--- src/hdl/charlieplex_matrix_scan_driver_defines.svh ---
// assertion macros shared by the scan driver rtl
`ifndef CHARLIEPLEX_MATRIX_SCAN_DRIVER_DEFINES_SVH
`define CHARLIEPLEX_MATRIX_SCAN_DRIVER_DEFINES_SVH

// same-cycle implication, held off during reset
`define CMSD_ASSERT_IMPL(label, clk, rst_n, ante, cons, msg) \
    label: assert property (@(posedge clk) disable iff (!(rst_n)) (ante) |-> (cons)) \
        else $error(msg);

// next-cycle implication, held off during reset
`define CMSD_ASSERT_NEXT(label, clk, rst_n, ante, cons, msg) \
    label: assert property (@(posedge clk) disable iff (!(rst_n)) (ante) |=> (cons)) \
        else $error(msg);

`endif

--- src/hdl/cmsd_pkg.sv ---
// shared types, constants and lookup functions of the matrix scan driver
`timescale 1ns / 1ps
`default_nettype none

package cmsd_pkg;

    localparam int PIN_COUNT    = 16;
    localparam int PIXEL_COUNT  = 240;
    localparam int COLS_PER_ROW = PIN_COUNT - 1;

    localparam int ROW_W   = 4;
    localparam int PIN_W   = 16;
    localparam int PIXEL_W = 8;
    localparam int FUNC_W  = 2;
    localparam int TIME_W  = 16;
    localparam int SHIFT_W = 4;
    localparam int CNT_W   = 5;
    localparam int DATA_W  = 32;
    localparam int ADDR_W  = 4;

    // v / 15 for v < 240 as (v * 137) >> 11
    localparam logic [PIXEL_W-1:0] ROW_RECIP       = 8'd137;
    localparam int                 ROW_RECIP_SHIFT = 11;

    localparam logic [TIME_W-1:0]  RESET_PERIOD = 16'd1000;
    localparam logic [TIME_W-1:0]  RESET_COMP   = 16'd0;
    localparam logic [SHIFT_W-1:0] RESET_DIM    = 4'd2;
    localparam logic [TIME_W-1:0]  RESET_FIXED  = 16'd0;

    typedef enum logic [FUNC_W-1:0] {
        FUNC_SET_ROW = 2'd0,
        FUNC_SET     = 2'd1,
        FUNC_COMMIT  = 2'd2,
        FUNC_TICK    = 2'd3
    } t_func;

    typedef enum logic [1:0] {
        REG_PERIOD = 2'd0,
        REG_COMP   = 2'd1,
        REG_DIM    = 2'd2,
        REG_FIXED  = 2'd3
    } t_reg;

    typedef struct packed {
        logic [ROW_W-1:0]  scan_row;
        logic [PIN_W-1:0]  drive_enable;
        logic [PIN_W-1:0]  drive_high;
        logic [TIME_W-1:0] on_compare;
        logic              bad_pixel;
    } t_res;

    // logical to physical led index
    localparam logic [PIXEL_W-1:0] PIXEL_MAP [PIXEL_COUNT] = '{
        8'd101, 8'd26,  8'd181, 8'd211, 8'd28,  8'd43,  8'd212, 8'd167,
        8'd40,  8'd160, 8'd175, 8'd9,   8'd150, 8'd60,  8'd3,   8'd68,
        8'd20,  8'd91,  8'd222, 8'd193, 8'd31,  8'd16,  8'd178, 8'd221,
        8'd152, 8'd39,  8'd10,  8'd165, 8'd69,  8'd154, 8'd135, 8'd8,
        8'd46,  8'd216, 8'd103, 8'd41,  8'd182, 8'd166, 8'd25,  8'd163,
        8'd220, 8'd1,   8'd30,  8'd70,  8'd169, 8'd144, 8'd159, 8'd12,
        8'd213, 8'd58,  8'd35,  8'd92,  8'd176, 8'd191, 8'd151, 8'd24,
        8'd13,  8'd210, 8'd62,  8'd33,  8'd145, 8'd174, 8'd205, 8'd162,
        8'd88,  8'd32,  8'd47,  8'd171, 8'd100, 8'd161, 8'd190, 8'd0,
        8'd15,  8'd73,  8'd214, 8'd137, 8'd38,  8'd206, 8'd177, 8'd158,
        8'd34,  8'd77,  8'd168, 8'd55,  8'd156, 8'd99,  8'd11,  8'd180,
        8'd61,  8'd18,  8'd148, 8'd219, 8'd197, 8'd42,  8'd130, 8'd173,
        8'd107, 8'd170, 8'd85,  8'd153, 8'd54,  8'd5,   8'd90,  8'd71,
        8'd184, 8'd136, 8'd23,  8'd208, 8'd223, 8'd122, 8'd37,  8'd179,
        8'd172, 8'd115, 8'd155, 8'd84,  8'd2,   8'd45,  8'd65,  8'd94,
        8'd146, 8'd189, 8'd196, 8'd27,  8'd133, 8'd218, 8'd227, 8'd44,
        8'd236, 8'd157, 8'd114, 8'd4,   8'd75,  8'd63,  8'd48,  8'd141,
        8'd98,  8'd207, 8'd192, 8'd121, 8'd22,  8'd239, 8'd224, 8'd36,
        8'd164, 8'd235, 8'd6,   8'd105, 8'd64,  8'd79,  8'd138, 8'd53,
        8'd201, 8'd102, 8'd131, 8'd188, 8'd226, 8'd29,  8'd118, 8'd217,
        8'd129, 8'd14,  8'd225, 8'd66,  8'd109, 8'd140, 8'd83,  8'd198,
        8'd57,  8'd126, 8'd97,  8'd237, 8'd194, 8'd106, 8'd21,  8'd215,
        8'd7,   8'd120, 8'd74,  8'd229, 8'd142, 8'd113, 8'd200, 8'd87,
        8'd123, 8'd52,  8'd231, 8'd104, 8'd116, 8'd187, 8'd76,  8'd19,
        8'd195, 8'd67,  8'd124, 8'd149, 8'd234, 8'd202, 8'd117, 8'd125,
        8'd82,  8'd228, 8'd59,  8'd111, 8'd96,  8'd86,  8'd185, 8'd17,
        8'd72,  8'd199, 8'd143, 8'd128, 8'd209, 8'd238, 8'd127, 8'd112,
        8'd230, 8'd89,  8'd108, 8'd51,  8'd80,  8'd95,  8'd56,  8'd183,
        8'd139, 8'd147, 8'd204, 8'd203, 8'd132, 8'd134, 8'd233, 8'd232,
        8'd119, 8'd110, 8'd81,  8'd78,  8'd49,  8'd50,  8'd93,  8'd186
    };

    // table read, out-of-range indices give zero
    function automatic logic [PIXEL_W-1:0] pixel_lookup(input logic [PIXEL_W-1:0] idx);
        logic [PIXEL_W-1:0] v;
        v = '0;
        if (idx < PIXEL_COUNT) begin
            v = PIXEL_MAP[idx];
        end
        return v;
    endfunction

    // one-hot pin mask
    function automatic logic [PIN_W-1:0] pin_bit(input logic [ROW_W-1:0] pin);
        return PIN_W'(1) << pin;
    endfunction

    // number of set bits in a row mask
    function automatic logic [CNT_W-1:0] popcount(input logic [PIN_W-1:0] m);
        logic [CNT_W-1:0] c;
        c = '0;
        for (int b = 0; b < PIN_W; b++) begin
            c = c + CNT_W'(m[b]);
        end
        return c;
    endfunction

endpackage

`default_nettype wire

--- src/hdl/cmsd_cmd_if.sv ---
// command channel: function code, pixel index and on/off flag
`timescale 1ns / 1ps
`default_nettype none

interface cmsd_cmd_if;
    logic                          valid;
    logic                          ready;
    logic [cmsd_pkg::FUNC_W-1:0]   func;
    logic [cmsd_pkg::PIXEL_W-1:0]  pixel;
    logic                          lit;

    modport source (output valid, output func, output pixel, output lit, input ready);
    modport sink   (input valid, input func, input pixel, input lit, output ready);
endinterface

`default_nettype wire

--- src/hdl/cmsd_res_if.sv ---
// result channel: row drive masks, on-compare and bad pixel flag
`timescale 1ns / 1ps
`default_nettype none

interface cmsd_res_if;
    logic                         valid;
    logic                         ready;
    logic [cmsd_pkg::ROW_W-1:0]   scan_row;
    logic [cmsd_pkg::PIN_W-1:0]   drive_enable;
    logic [cmsd_pkg::PIN_W-1:0]   drive_high;
    logic [cmsd_pkg::TIME_W-1:0]  on_compare;
    logic                         bad_pixel;

    modport source (output valid, output scan_row, output drive_enable, output drive_high,
                    output on_compare, output bad_pixel, input ready);
    modport sink   (input valid, input scan_row, input drive_enable, input drive_high,
                    input on_compare, input bad_pixel, output ready);
endinterface

`default_nettype wire

--- src/hdl/cmsd_ram.sv ---
// generic single-write, single-read ram with registered read data
`timescale 1ns / 1ps
`default_nettype none

module cmsd_ram #(
    parameter int WIDTH = 16,
    parameter int DEPTH = 16
) (
    input  logic                       i_clk,
    input  logic                       i_wr_en,
    input  logic [$clog2(DEPTH)-1:0]   i_wr_addr,
    input  logic [WIDTH-1:0]           i_wr_data,
    input  logic                       i_rd_en,
    input  logic [$clog2(DEPTH)-1:0]   i_rd_addr,
    output logic [WIDTH-1:0]           o_rd_data
);

    logic [WIDTH-1:0] r_mem [DEPTH];
    logic [WIDTH-1:0] r_rd_data;

    // write port and registered read port
    always_ff @(posedge i_clk) begin
        if (i_wr_en) begin
            r_mem[i_wr_addr] <= i_wr_data;
        end
        if (i_rd_en) begin
            r_rd_data <= r_mem[i_rd_addr];
        end
    end

    assign o_rd_data = r_rd_data;

endmodule

`default_nettype wire

--- src/hdl/charlieplex_matrix_scan_driver.sv ---
// top level of the 16-pin matrix scan driver: command sequencer, row memories, apb registers
//
// channel  dir  handshake        payload
// i_cmd    in   valid / ready    func, pixel, lit
// o_res    out  valid / ready    scan_row, drive_enable, drive_high, on_compare, bad_pixel
// apb      in   psel / penable   paddr[3:2] register, pwdata in, prdata out
//
// one command at a time; states from transfer to result register:
//   tick TICK, DONE; bad pixel MAP, DONE; pixel set MAP, RMW, DONE;
//   pixel set with row update MAP, RMW, CALC, DIM, DONE;
//   commit ALL, CALC, DIM per row then DONE in auto mode, DONE alone in fixed mode.
// reset needs no clearing pass: per-row valid bits stand in for the reset contents.
// command ready stays low while reset is held.
// a new command is taken while a result waits in the output register.
`timescale 1ns / 1ps
`default_nettype none
`include "charlieplex_matrix_scan_driver_defines.svh"

module charlieplex_matrix_scan_driver (
    input  logic                          i_clk,
    input  logic                          i_rst_n,
    cmsd_cmd_if.sink                      i_cmd,
    cmsd_res_if.source                    o_res,
    input  logic                          psel,
    input  logic                          penable,
    input  logic                          pwrite,
    input  logic [cmsd_pkg::ADDR_W-1:0]   paddr,
    input  logic [cmsd_pkg::DATA_W-1:0]   pwdata,
    output logic [cmsd_pkg::DATA_W-1:0]   prdata,
    output logic                          pready
);

    import cmsd_pkg::*;

    typedef enum logic [2:0] {
        S_IDLE,
        S_TICK,
        S_MAP,
        S_RMW,
        S_ALL,
        S_CALC,
        S_DIM,
        S_DONE
    } t_state;

    // configuration registers
    logic [TIME_W-1:0]  r_period;
    logic [TIME_W-1:0]  r_comp;
    logic [SHIFT_W-1:0] r_dim;
    logic [TIME_W-1:0]  r_fixed;
    logic [TIME_W-1:0]  r_bulk;

    // sequencer state
    t_state             r_state;
    t_func              r_func;
    logic [PIXEL_W-1:0] r_pixel;
    logic               r_lit;
    logic [ROW_W-1:0]   r_row;
    logic [ROW_W-1:0]   r_col;
    logic [ROW_W-1:0]   r_ptr;
    logic [PIN_W-1:0]   r_new;
    logic [TIME_W-1:0]  r_p;
    logic [PIN_COUNT-1:0] r_mask_vld;
    logic [PIN_COUNT-1:0] r_time_vld;
    t_res               r_pend;
    t_res               r_res;
    logic               r_res_valid;

    // apb decode
    logic               w_cfg_wr;
    t_reg               w_cfg_idx;
    logic [TIME_W-1:0]  w_cfg_val;
    logic               w_reload;

    // command channel
    logic               w_accept;
    t_func              w_func;

    // memory ports
    logic               w_mrd_en;
    logic [ROW_W-1:0]   w_mrd_addr;
    logic [PIN_W-1:0]   w_mrd_data;
    logic               w_mwr_en;
    logic               w_trd_en;
    logic [TIME_W-1:0]  w_trd_data;
    logic               w_twr_en;

    // datapath
    logic [PIXEL_W-1:0] w_v;
    logic [2*PIXEL_W-1:0] w_prod;
    logic [ROW_W-1:0]   w_map_row;
    logic [PIXEL_W-1:0] w_rem;
    logic [ROW_W-1:0]   w_map_col;
    logic               w_bad;
    logic [PIN_W-1:0]   w_mask_cur;
    logic [PIN_W-1:0]   w_tick_mask;
    logic [TIME_W-1:0]  w_tick_time;
    logic [TIME_W-1:0]  w_tick_cmp;
    logic [PIN_W-1:0]   n_mask;
    logic [TIME_W-1:0]  n_cnt;
    logic [TIME_W-1:0]  n_p;
    logic [TIME_W-1:0]  n_on;

    // apb: always ready, write on the access cycle
    assign pready    = 1'b1;
    assign w_cfg_wr  = psel && penable && pwrite && pready;
    assign w_cfg_idx = t_reg'(paddr[ADDR_W-1:2]);
    assign w_cfg_val = pwdata[TIME_W-1:0];
    assign w_reload  = w_cfg_wr && ((w_cfg_idx == REG_COMP) ||
                                    ((w_cfg_idx == REG_FIXED) && (w_cfg_val != '0)));

    // register writes; a compensation or nonzero fixed write reloads every row on-time
    always_ff @(posedge i_clk) begin
        if (!i_rst_n) begin
            r_period <= RESET_PERIOD;
            r_comp   <= RESET_COMP;
            r_dim    <= RESET_DIM;
            r_fixed  <= RESET_FIXED;
            r_bulk   <= RESET_PERIOD - RESET_COMP;
        end else if (w_cfg_wr) begin
            case (w_cfg_idx)
                REG_PERIOD: begin
                    r_period <= w_cfg_val;
                end
                REG_COMP: begin
                    r_comp <= w_cfg_val;
                    r_bulk <= r_period - w_cfg_val;
                end
                REG_DIM: begin
                    r_dim <= pwdata[SHIFT_W-1:0];
                end
                REG_FIXED: begin
                    r_fixed <= w_cfg_val;
                    if (w_cfg_val != '0) begin
                        r_bulk <= r_period - w_cfg_val;
                    end
                end
                default: begin
                end
            endcase
        end
    end

    // register read-back
    always_comb begin
        case (w_cfg_idx)
            REG_PERIOD: prdata = DATA_W'(r_period);
            REG_COMP:   prdata = DATA_W'(r_comp);
            REG_DIM:    prdata = DATA_W'(r_dim);
            REG_FIXED:  prdata = DATA_W'(r_fixed);
            default:    prdata = '0;
        endcase
    end

    // command transfer
    assign i_cmd.ready = i_rst_n && (r_state == S_IDLE);
    assign w_accept    = i_cmd.valid && i_cmd.ready;
    assign w_func      = t_func'(i_cmd.func);

    // pixel to row and column: divide by 15 via reciprocal, skip the row's own pin
    assign w_v       = pixel_lookup(r_pixel);
    assign w_prod    = (2*PIXEL_W)'(w_v) * (2*PIXEL_W)'(ROW_RECIP);
    assign w_map_row = w_prod[ROW_RECIP_SHIFT +: ROW_W];
    assign w_rem     = w_v - PIXEL_W'(w_map_row) * PIXEL_W'(COLS_PER_ROW);
    assign w_map_col = (w_rem[ROW_W-1:0] >= w_map_row) ? (w_rem[ROW_W-1:0] + ROW_W'(1))
                                                       : w_rem[ROW_W-1:0];
    assign w_bad     = (r_pixel >= PIXEL_W'(PIXEL_COUNT));

    // memory data with unwritten rows standing at their reset contents
    assign w_mask_cur  = r_mask_vld[r_row] ? w_mrd_data : pin_bit(r_row);
    assign w_tick_mask = r_mask_vld[r_ptr] ? w_mrd_data : pin_bit(r_ptr);
    assign w_tick_time = r_time_vld[r_ptr] ? w_trd_data : r_bulk;
    assign w_tick_cmp  = (r_fixed != '0) ? (r_period - r_fixed) : w_tick_time;

    // mask update and on-time arithmetic
    assign n_mask = r_lit ? (w_mask_cur | pin_bit(r_col)) : (w_mask_cur & ~pin_bit(r_col));
    assign n_cnt  = TIME_W'(popcount(r_new)) - TIME_W'(1);
    assign n_p    = r_period - n_cnt;
    assign n_on   = r_p - (r_p >> r_dim);

    // memory read address select
    always_comb begin
        w_mrd_en   = 1'b0;
        w_mrd_addr = r_ptr;
        w_trd_en   = 1'b0;
        case (r_state)
            S_IDLE: begin
                if (w_accept && (w_func == FUNC_TICK)) begin
                    w_mrd_en = 1'b1;
                    w_trd_en = 1'b1;
                end else if (w_accept && (w_func == FUNC_COMMIT) && (r_fixed == '0)) begin
                    w_mrd_en   = 1'b1;
                    w_mrd_addr = '0;
                end
            end
            S_MAP: begin
                w_mrd_en   = !w_bad;
                w_mrd_addr = w_map_row;
            end
            S_DIM: begin
                w_mrd_en   = (r_func == FUNC_COMMIT) && (r_row != '1);
                w_mrd_addr = r_row + ROW_W'(1);
            end
            default: begin
            end
        endcase
    end

    assign w_mwr_en = (r_state == S_RMW);
    assign w_twr_en = (r_state == S_DIM);

    // row enable masks
    cmsd_ram #(
        .WIDTH (PIN_W),
        .DEPTH (PIN_COUNT)
    ) u_mask_ram (
        .i_clk     (i_clk),
        .i_wr_en   (w_mwr_en),
        .i_wr_addr (r_row),
        .i_wr_data (n_mask),
        .i_rd_en   (w_mrd_en),
        .i_rd_addr (w_mrd_addr),
        .o_rd_data (w_mrd_data)
    );

    // row on-times
    cmsd_ram #(
        .WIDTH (TIME_W),
        .DEPTH (PIN_COUNT)
    ) u_time_ram (
        .i_clk     (i_clk),
        .i_wr_en   (w_twr_en),
        .i_wr_addr (r_row),
        .i_wr_data (n_on),
        .i_rd_en   (w_trd_en),
        .i_rd_addr (r_ptr),
        .o_rd_data (w_trd_data)
    );

    // sequencer: each memory access finishes before the next touches the same row
    always_ff @(posedge i_clk) begin
        if (!i_rst_n) begin
            r_state     <= S_IDLE;
            r_ptr       <= '0;
            r_mask_vld  <= '0;
            r_time_vld  <= '0;
            r_res_valid <= 1'b0;
        end else begin
            if (o_res.ready) begin
                r_res_valid <= 1'b0;
            end
            if (w_reload) begin
                r_time_vld <= '0;
            end
            case (r_state)
                S_IDLE: begin
                    if (w_accept) begin
                        r_func  <= w_func;
                        r_pixel <= i_cmd.pixel;
                        r_lit   <= i_cmd.lit;
                        r_pend  <= '0;
                        r_row   <= '0;
                        case (w_func)
                            FUNC_TICK:   r_state <= S_TICK;
                            FUNC_COMMIT: r_state <= (r_fixed != '0) ? S_DONE : S_ALL;
                            default:     r_state <= S_MAP;
                        endcase
                    end
                end
                S_TICK: begin
                    r_pend.scan_row     <= r_ptr;
                    r_pend.drive_enable <= w_tick_mask;
                    r_pend.drive_high   <= pin_bit(r_ptr);
                    r_pend.on_compare   <= w_tick_cmp;
                    r_ptr               <= r_ptr + ROW_W'(1);
                    r_state             <= S_DONE;
                end
                S_MAP: begin
                    if (w_bad) begin
                        r_pend.bad_pixel <= 1'b1;
                        r_state          <= S_DONE;
                    end else begin
                        r_row   <= w_map_row;
                        r_col   <= w_map_col;
                        r_state <= S_RMW;
                    end
                end
                S_RMW: begin
                    r_mask_vld[r_row] <= 1'b1;
                    r_new             <= n_mask;
                    r_state <= ((r_func == FUNC_SET_ROW) && (r_fixed == '0)) ? S_CALC : S_DONE;
                end
                S_ALL: begin
                    r_new   <= w_mask_cur;
                    r_state <= S_CALC;
                end
                S_CALC: begin
                    r_p     <= n_p;
                    r_state <= S_DIM;
                end
                S_DIM: begin
                    r_time_vld[r_row] <= 1'b1;
                    if ((r_func == FUNC_COMMIT) && (r_row != '1)) begin
                        r_row   <= r_row + ROW_W'(1);
                        r_state <= S_ALL;
                    end else begin
                        r_state <= S_DONE;
                    end
                end
                S_DONE: begin
                    if (!r_res_valid || o_res.ready) begin
                        r_res       <= r_pend;
                        r_res_valid <= 1'b1;
                        r_state     <= S_IDLE;
                    end
                end
                default: begin
                    r_state <= S_IDLE;
                end
            endcase
        end
    end

    // result channel
    assign o_res.valid        = r_res_valid;
    assign o_res.scan_row     = r_res.scan_row;
    assign o_res.drive_enable = r_res.drive_enable;
    assign o_res.drive_high   = r_res.drive_high;
    assign o_res.on_compare   = r_res.on_compare;
    assign o_res.bad_pixel    = r_res.bad_pixel;

    // checks
    `CMSD_ASSERT_IMPL(a_row_pin_enabled, i_clk, i_rst_n,
        r_res_valid && (r_res.drive_high != '0),
        (r_res.drive_enable & r_res.drive_high) == r_res.drive_high,
        "driven row pin missing from enable mask")
    `CMSD_ASSERT_IMPL(a_high_onehot, i_clk, i_rst_n, r_res_valid,
        $onehot0(r_res.drive_high) && !(r_res.bad_pixel && (r_res.drive_high != '0)),
        "bad drive_high mask")
    `CMSD_ASSERT_IMPL(a_col_not_row, i_clk, i_rst_n, r_state == S_RMW, r_col != r_row,
        "pixel column maps onto its own row pin")
    `CMSD_ASSERT_NEXT(a_tick_advance, i_clk, i_rst_n, r_state == S_TICK,
        r_ptr == ($past(r_ptr) + ROW_W'(1)),
        "scan pointer did not advance on tick")

endmodule

`default_nettype wire
--- src/flat_wrapper.sv ---
// flat-port wrapper written by rule: the top's interface ports become plain ports
module charlieplex_matrix_scan_driver_flat import cmsd_pkg::*;
  (i_clk, i_rst_n, psel, penable, pwrite, paddr, pwdata, prdata, pready, i_cmd_valid, i_cmd_func, i_cmd_pixel, i_cmd_lit, i_cmd_ready, o_res_valid, o_res_scan_row, o_res_drive_enable, o_res_drive_high, o_res_on_compare, o_res_bad_pixel, o_res_ready);
  cmsd_cmd_if i_cmd_i ();
  cmsd_res_if o_res_i ();
  input  logic i_clk;
  input  logic i_rst_n;
  input  logic psel;
  input  logic penable;
  input  logic pwrite;
  input  logic [cmsd_pkg::ADDR_W-1:0] paddr;
  input  logic [cmsd_pkg::DATA_W-1:0] pwdata;
  output logic [cmsd_pkg::DATA_W-1:0] prdata;
  output logic pready;
  input wire logic [$bits(i_cmd_i.valid)-1:0] i_cmd_valid;
  input wire logic [$bits(i_cmd_i.func)-1:0] i_cmd_func;
  input wire logic [$bits(i_cmd_i.pixel)-1:0] i_cmd_pixel;
  input wire logic [$bits(i_cmd_i.lit)-1:0] i_cmd_lit;
  output wire logic [$bits(i_cmd_i.ready)-1:0] i_cmd_ready;
  output wire logic [$bits(o_res_i.valid)-1:0] o_res_valid;
  output wire logic [$bits(o_res_i.scan_row)-1:0] o_res_scan_row;
  output wire logic [$bits(o_res_i.drive_enable)-1:0] o_res_drive_enable;
  output wire logic [$bits(o_res_i.drive_high)-1:0] o_res_drive_high;
  output wire logic [$bits(o_res_i.on_compare)-1:0] o_res_on_compare;
  output wire logic [$bits(o_res_i.bad_pixel)-1:0] o_res_bad_pixel;
  input wire logic [$bits(o_res_i.ready)-1:0] o_res_ready;
  assign i_cmd_i.valid = i_cmd_valid;
  assign i_cmd_i.func = i_cmd_func;
  assign i_cmd_i.pixel = i_cmd_pixel;
  assign i_cmd_i.lit = i_cmd_lit;
  assign i_cmd_ready = i_cmd_i.ready;
  assign o_res_valid = o_res_i.valid;
  assign o_res_scan_row = o_res_i.scan_row;
  assign o_res_drive_enable = o_res_i.drive_enable;
  assign o_res_drive_high = o_res_i.drive_high;
  assign o_res_on_compare = o_res_i.on_compare;
  assign o_res_bad_pixel = o_res_i.bad_pixel;
  assign o_res_i.ready = o_res_ready;
  charlieplex_matrix_scan_driver u_core (.i_clk(i_clk), .i_rst_n(i_rst_n), .i_cmd(i_cmd_i), .o_res(o_res_i), .psel(psel), .penable(penable), .pwrite(pwrite), .paddr(paddr), .pwdata(pwdata), .prdata(prdata), .pready(pready));
endmodule
--- config.mk ---
export PLATFORM = sky130hd
export DESIGN_NAME = charlieplex_matrix_scan_driver_flat
export DESIGN_NICKNAME = d
export VERILOG_FILES = /design/src/hdl/cmsd_pkg.sv /design/src/hdl/cmsd_cmd_if.sv /design/src/hdl/cmsd_res_if.sv /design/src/hdl/cmsd_ram.sv /design/src/hdl/charlieplex_matrix_scan_driver.sv /design/src/flat_wrapper.sv
export VERILOG_INCLUDE_DIRS = /design/src /design/src/hdl
export SDC_FILE = /design/constraint.sdc
export NUM_CORES = 1
export LEC_CHECK = 0
export BUFFER_PORTS_ARGS = -buffer_cell sky130_fd_sc_hd__buf_2
export CAP_MARGIN = 20
export CORE_UTILIZATION = 60
export CTS_CLUSTER_SIZE = 28
export DETAILED_ROUTE_END_ITERATION = 16
export PLACE_DENSITY = 0.81
export SLEW_MARGIN = 15
export SYNTH_ARGS = -nofsm -noshare
export SYNTH_HDL_FRONTEND = slang
export SYNTH_SLANG_ARGS = --single-unit
--- constraint.sdc ---
create_clock -name i_clk -period 22.5 [get_ports i_clk]
set_input_delay 3.375 -clock i_clk [delete_from_list [all_inputs] [get_ports i_clk]]
set_output_delay 3.375 -clock i_clk [all_outputs]
set_load 0.01 [all_outputs]
### Word level (Yosys, flattened, before mapping)

Memories as Yosys holds them, arrays and structs flattened. A register that Yosys moved wholly into a read port is not among the register bits.
Index checks and enable logic that the tools add are counted.

* register bits: 265
* bits in read-only memories: 2048
* memory bits (writable): 512
* memories: 3

* muxes and demuxes: 55
* $add $sub $neg: 24
* shift operators: 4
* equal/unequal tests: 20
* magnitude comparators: 7
* multiply operators: 2
* reduce and logical (&&, ||, !) cells: 41
* bitwise logic cells: 7

Memories
* (no name shown): words 256, bits a word 8, read ports 1, clocked after Yosys merged registers in 0, wr ports 0, line cmsd_pkg.sv:91 `v = PIXEL_MAP[idx];`
* u_core.u_mask_ram.r_mem: words 16, bits a word 16, read ports 1, clocked after Yosys merged registers in 1, wr ports 1, line cmsd_ram.sv:18 `logic [WIDTH-1:0] r_mem [DEPTH];`
* u_core.u_time_ram.r_mem: words 16, bits a word 16, read ports 1, clocked after Yosys merged registers in 1, wr ports 1, line cmsd_ram.sv:18

Operators by type and width (number)
* $mux W16: 9
* $pmux W32 S4: 1
* $pmux W52 S2: 1
* $add A5 B1 Y5: 14
* $pmux W16 S2: 2
* $sub A16 B16 Y16: 4
* $mux W53: 1
* $or A16 B16 Y16: 3
* $shl A1 B4 Y16 const A: 3
* $reduce_bool A16 Y1: 2
* $mux W4: 6
* $mux W8: 3
* $pmux W3 S8: 1
* $pmux W4 S3: 2
* $and A16 B16 Y16: 1
* $logic_not A16 Y1: 1
* $mux W1: 16
* $not A16 Y16: 1
* $shr A16 B4 Y16: 1
* $mul A8 B8 Y15 const B: 1
* $reduce_and A3 Y1: 5
* $reduce_and A2 Y1: 7
* $add A4 B1 Y4 const B: 3
* $bmux W1 S4: 3
* other kinds (35): 69

### Longest topological paths before layout

* depth after elaboration: 17
* mapped depth: 35
* gate-level depth less buffers: 31

### Modules after synthesis

A second synthesis with hierarchy kept.

* cell total of the unflattened synthesis: 2957
* area total of the unflattened synthesis: 39151.3 um^2

Modules (own cells, without submodules)
* cmsd_ram: times used 2, cells an instance 432, sequential area each 8167.8 um^2, area an instance 10203.5 um^2
* charlieplex_matrix_scan_driver: times used 1, cells an instance 2093, sequential area each 6876.6 um^2, area an instance 18744.2 um^2

### Worst setup path before layout

OpenSTA, ideal clock, no wires.

* path kind: input to register
* from: input port i_rst_n
* to: register u_core.r_pend[10] (netlist name) (enable)
* cell stages on the path: 3
* arrival: 8.713 ns
* path slack: 13.197 ns
* library setup time: 0.591 ns
* path buffers: 1
* cells stage by stage: clkinv_1 -> clkbuf_1 -> nor4_1

* cells in the longest elaborated chain, start to end: 4

RTL lines
* start: declaration: line flat_wrapper.sv:7 `input logic i_rst_n;`
* $logic_and A1 B1 Y1: line charlieplex_matrix_scan_driver.sv:156 `assign i_cmd.ready = i_rst_n && (r_state == S_IDLE);`
* $logic_and A1 B1 Y1: line charlieplex_matrix_scan_driver.sv:157 `assign w_accept = i_cmd.valid && i_cmd.ready;`
* $ne A2 B1 Y1 (no source line)
* $reduce_and A3 Y1 (no source line) *
* end: declaration: line charlieplex_matrix_scan_driver.sv:65 `t_res r_pend;`

Every way passes the cells marked *; elsewhere a longest branch is shown, timed or not.
A chain may end at the register's enable or synchronous reset.

### Worst setup path in the final report

* from: register u_core.r_pixel[1]
* to: register u_core.u_mask_ram.r_rd_data[10], in the netlist u_core.u_mask_ram.o_rd_data[10] (read register of u_core.u_mask_ram.r_mem) (data pin)

* cells in the longest elaborated chain, start to end: 7

RTL lines
* start: declaration: line charlieplex_matrix_scan_driver.sv:56 `logic [PIXEL_W-1:0] r_pixel;`
* start signal: assignment: line charlieplex_matrix_scan_driver.sv:259 `r_pixel <= i_cmd.pixel;`
* $not A8 Y9 (implied by the code): line cmsd_pkg.sv:91
* $mem_v2 Z256 W8
* $mux W8 (implied by the code) (2 in series): line cmsd_pkg.sv:91
* $mux W8: line cmsd_pkg.sv:90 `if (idx < PIXEL_COUNT) begin`
* $mul A8 B8 Y15: line charlieplex_matrix_scan_driver.sv:162 `assign w_prod = (2*PIXEL_W)'(w_v) * (2*PIXEL_W)'(ROW_RECIP);`
* $pmux W4 S3: line charlieplex_matrix_scan_driver.sv:186 `case (r_state)`
* end: declaration: line cmsd_ram.sv:19 `logic [WIDTH-1:0] r_rd_data;`

Several ways; a longest one is shown, not always the timed one. The select of a mux whose other input is x is not followed.

==> impl_results.md <==
- Worst slew margin: 0.266
- Crit path DAT: 9920 ps
- H-tree depth: 3
- Vias per cell: 6.70
- Worst-path clk slew: 70 ps
- IO buf count: 106
- Worst-Skew Late Latency: 640 ps
- Post-CTS Resized: 0
- Seq/Total Area, Yosys: 0.587
- FMAX: 0.105 GHz
- Switching part of the total: 0.324
- Mapped cell area: 0.0396 sq mm
- DP Wirelength: 72,400 um
- Final Hold Viols: 0
- I/O pins: 142
- Comb power frac: 0.304
- Max-slew violations: 0
- Sw Pwr: 1.51 mW
- Mean Syn Cell Area: 12.4 sq um
- Synth top area cells: edfxtp_1, mux4_2, dfxtp_1
- Initial Util: 0.610
- Die Wd: 259 um
- Grt ovf: 0
- Outcome: completed
- Routed vias: 28,100
- Worst Clk Skew: 41.2 ps
- RR Startpoint: u_core.r_pixel[1]
- Critical path origin: u_core.r_pixel[1]
- Total Wirelength: 114,000 um
- WS Path Type: register to register
- Number of antenna violations at the first check in global routing: 3
- Rows: 93
- Critical Path End: u_core.u_mask_ram.o_rd_data[10]
- Post-synth top area share: 0.532
- Slew @ Worst Pin: 1100 ps
- FFs w/ async S/R, synth: 0
- Largest net degree at the start of global routing: 97
- Worst Hold Class: register to register
- First-pass GRT wire length: 169,000 um
- P_leak: 15.7 nW
- Pre-Repair DR Iteration Count: 8
- Die area: 0.0670 sq mm
- Vias in the first global route: 27,600
- RR Endpoint: u_core.u_mask_ram.o_rd_data[10]
- Clock Path Buffers: 3
- Yosys top cell by area: edfxtp_1
- DR WL/cell: 27.2 um
- Largest regs: u_core.u_mask_ram.r_mem (256), u_core.u_time_ram.r_mem (256), u_core.r_pend (53)
- P&R area growth vs syn: 10.4%
- Post-layout worst setup margin: 12,970 ps
- Worst R2R Setup Slack: 12,970 ps
- P_int: 3.16 mW
- Cells after Synth: 3,198
- Fin nets: 3,459
- Minimum clock period: 9530 ps
- RSZ-0062 raised after global routing: no
- RD Place Congestion: 0.978
- Post-synth EDFFs: 701
- Tot GR Track Use: 0.340
- Drt drc: 0
- DRT iter0 DRCs: 3,564
- Chip height: 259 um
- Max-cap violations: 0
- Most used flip-flop cell after synthesis: edfxtp_1
- CTS tree: built
- Clock power frac: 0.292
- Placed cell areas: 0.0409 sq mm
- Final-report setup violation count: 0
- CP Max Fanout: 70
- Reg2reg path depth: 25
- Crit path launch type: register
- CTS Buf Count: 81
- Pre-CTS setup slack: 13,200 ps
- Commonest cells in the synthesized netlist: edfxtp_1, nand2_1, nor2_1, a21oi_1, o21ai_0
- Root Driver: clkbuf_16
- Layout cell share with drive strength beyond 1: 0.160
- Sequential share of power: 0.405
- Synthesis Warnings: 0
- Tcrit/Tclk final: 0.424
- Pwr dens: 107 mW/mm^2
- Critical Path Sink Type: register
- TritonCTS Sinks: 809
- Synthesized flop and latch total: 809
- Setup bufs post-CTS: 0
- Distinct cells, synth: 80
- Most common cell in the synthesized netlist: edfxtp_1
- Final setup TNS: 0 ps
- CP required: 22,890 ps
- Core area: 0.0648 sq mm
- Cts hold-fix bufs: 0
- Finished layout cell area: 0.0437 sq mm
- Post-DRT Antenna Nets: 0
- VDD IR max: 0.0875 mV
## power by group through the flow
| stage | logic (mW) | registers, mW | clock network [mW] |
|---|---|---|---|
| 2_1_floorplan | 1.01 | 1.88 | 0 |
| 3_3_place_gp | 1.31 | 1.92 | 0 |
| 3_5_place_dp | 1.38 | 1.92 | 0 |
| 4_1_cts | 1.40 | 1.89 | 1.37 |
| 5_1_grt | 1.53 | 1.89 | 1.42 |
| 6_report | 1.42 | 1.89 | 1.36 |
## kinds of logic after synthesis
| family | Yosys count | synth area share |
|---|---|---|
| compound gates | 626 | 0.105 |
| simple gates | 976 | 0.112 |
| other cells | 2 | 0.000190 |
| buf+inv | 333 | 0.0355 |
| fa+ha+maj | 140 | 0.0471 |
| mux | 255 | 0.101 |
| flops | 809 | 0.587 |
| xor+xnor | 57 | 0.0126 |
## worst min path at each step
stage	start	to	depth (start not counted)
final	u_core.r_pend[18]	u_core.o_res.drive_high[1]	0
after global routing	u_core.r_pend[18]	u_core.o_res.drive_high[1]	0
after CTS	u_core.r_pend[18]	u_core.o_res.drive_high[1]	0
after detailed placement	u_core.r_pend[21]	u_core.o_res.drive_high[4]	0
after global placement	u_core.r_pend[7]	u_core.o_res.on_compare[6]	0
after floorplan	u_core.r_pend[0]	u_core.o_res.bad_pixel	0
## cells in the final DEF, fill, tap and decap left out, types with 26 or more instances in the layout
cell,instances
o211ai_1,26
edfxtp_1,701
nor3_1,38
xnor2_1,37
a211oi_1,64
and3_1,42
and2_1,35
nand3_1,77
mux2_2,56
nor2b_1,33
nand2_1,364
dfxtp_1,106
or3_1,26
nand2b_1,38
clkbuf_16,84
buf_2,107
a221o_1,31
nor2_1,246
ha_1,125
mux2i_1,79
a21oi_1,168
inv_1,116
o21ai_0,139
mux4_2,106
buf_4,70
## through the flow
stage	power (mW)	std cells	utilization	hold slack, ps
2_1_floorplan	2.89	3213	-	400
3_3_place_gp	3.22	4029	0.631	404
3_5_place_dp	3.30	4033	0.631	405
4_1_cts	4.65	4184	0.673	409
5_1_grt	4.85	4188	0.674	422
6_report	4.67	4191	0.674	412
## area by class of cell
type / count / area (sq um)
Antenna cell: 3 / 7.51
Clock buffer: 107 / 2260
Inverter: 121 / 454
Sequential cell: 809 / 23200
Timing Repair Buffer: 181 / 1110
Fill cell: 4351 / 21100
Tap cell: 855 / 1070
Clock inverter: 44 / 420
Multi-Input combinational cell: 2071 / 15100
## layer usage
metal	vias to the layer above	track usage	wire [um]
li1	12100	-	-
met1	13800	0.427	41400
met2	1849	0.542	53600
met3	389	0.0819	12300
met4	6	0.192	6720
met5	-	0	31
## critical path, cell delays in order (launching register included)
cell,delay (ps)
edfxtp_1,350
buf_4,240
inv_1,370
ha_1,850
nor2_1,460
o21ai_0,260
o21ai_0,100
mux4_2,460
a211oi_1,600
a21oi_1,240
xnor2_1,230
ha_1,260
ha_1,290
ha_1,270
o21ai_0,70
a21oi_1,310
nand2_1,100
a2111oi_0,630
a31oi_2,100
nand3_1,250
and3_4,590
buf_4,850
nor2_1,370
buf_4,300
a221o_1,360
a221o_1,300
No activity file was read; power rests on OpenSTA's default activity.
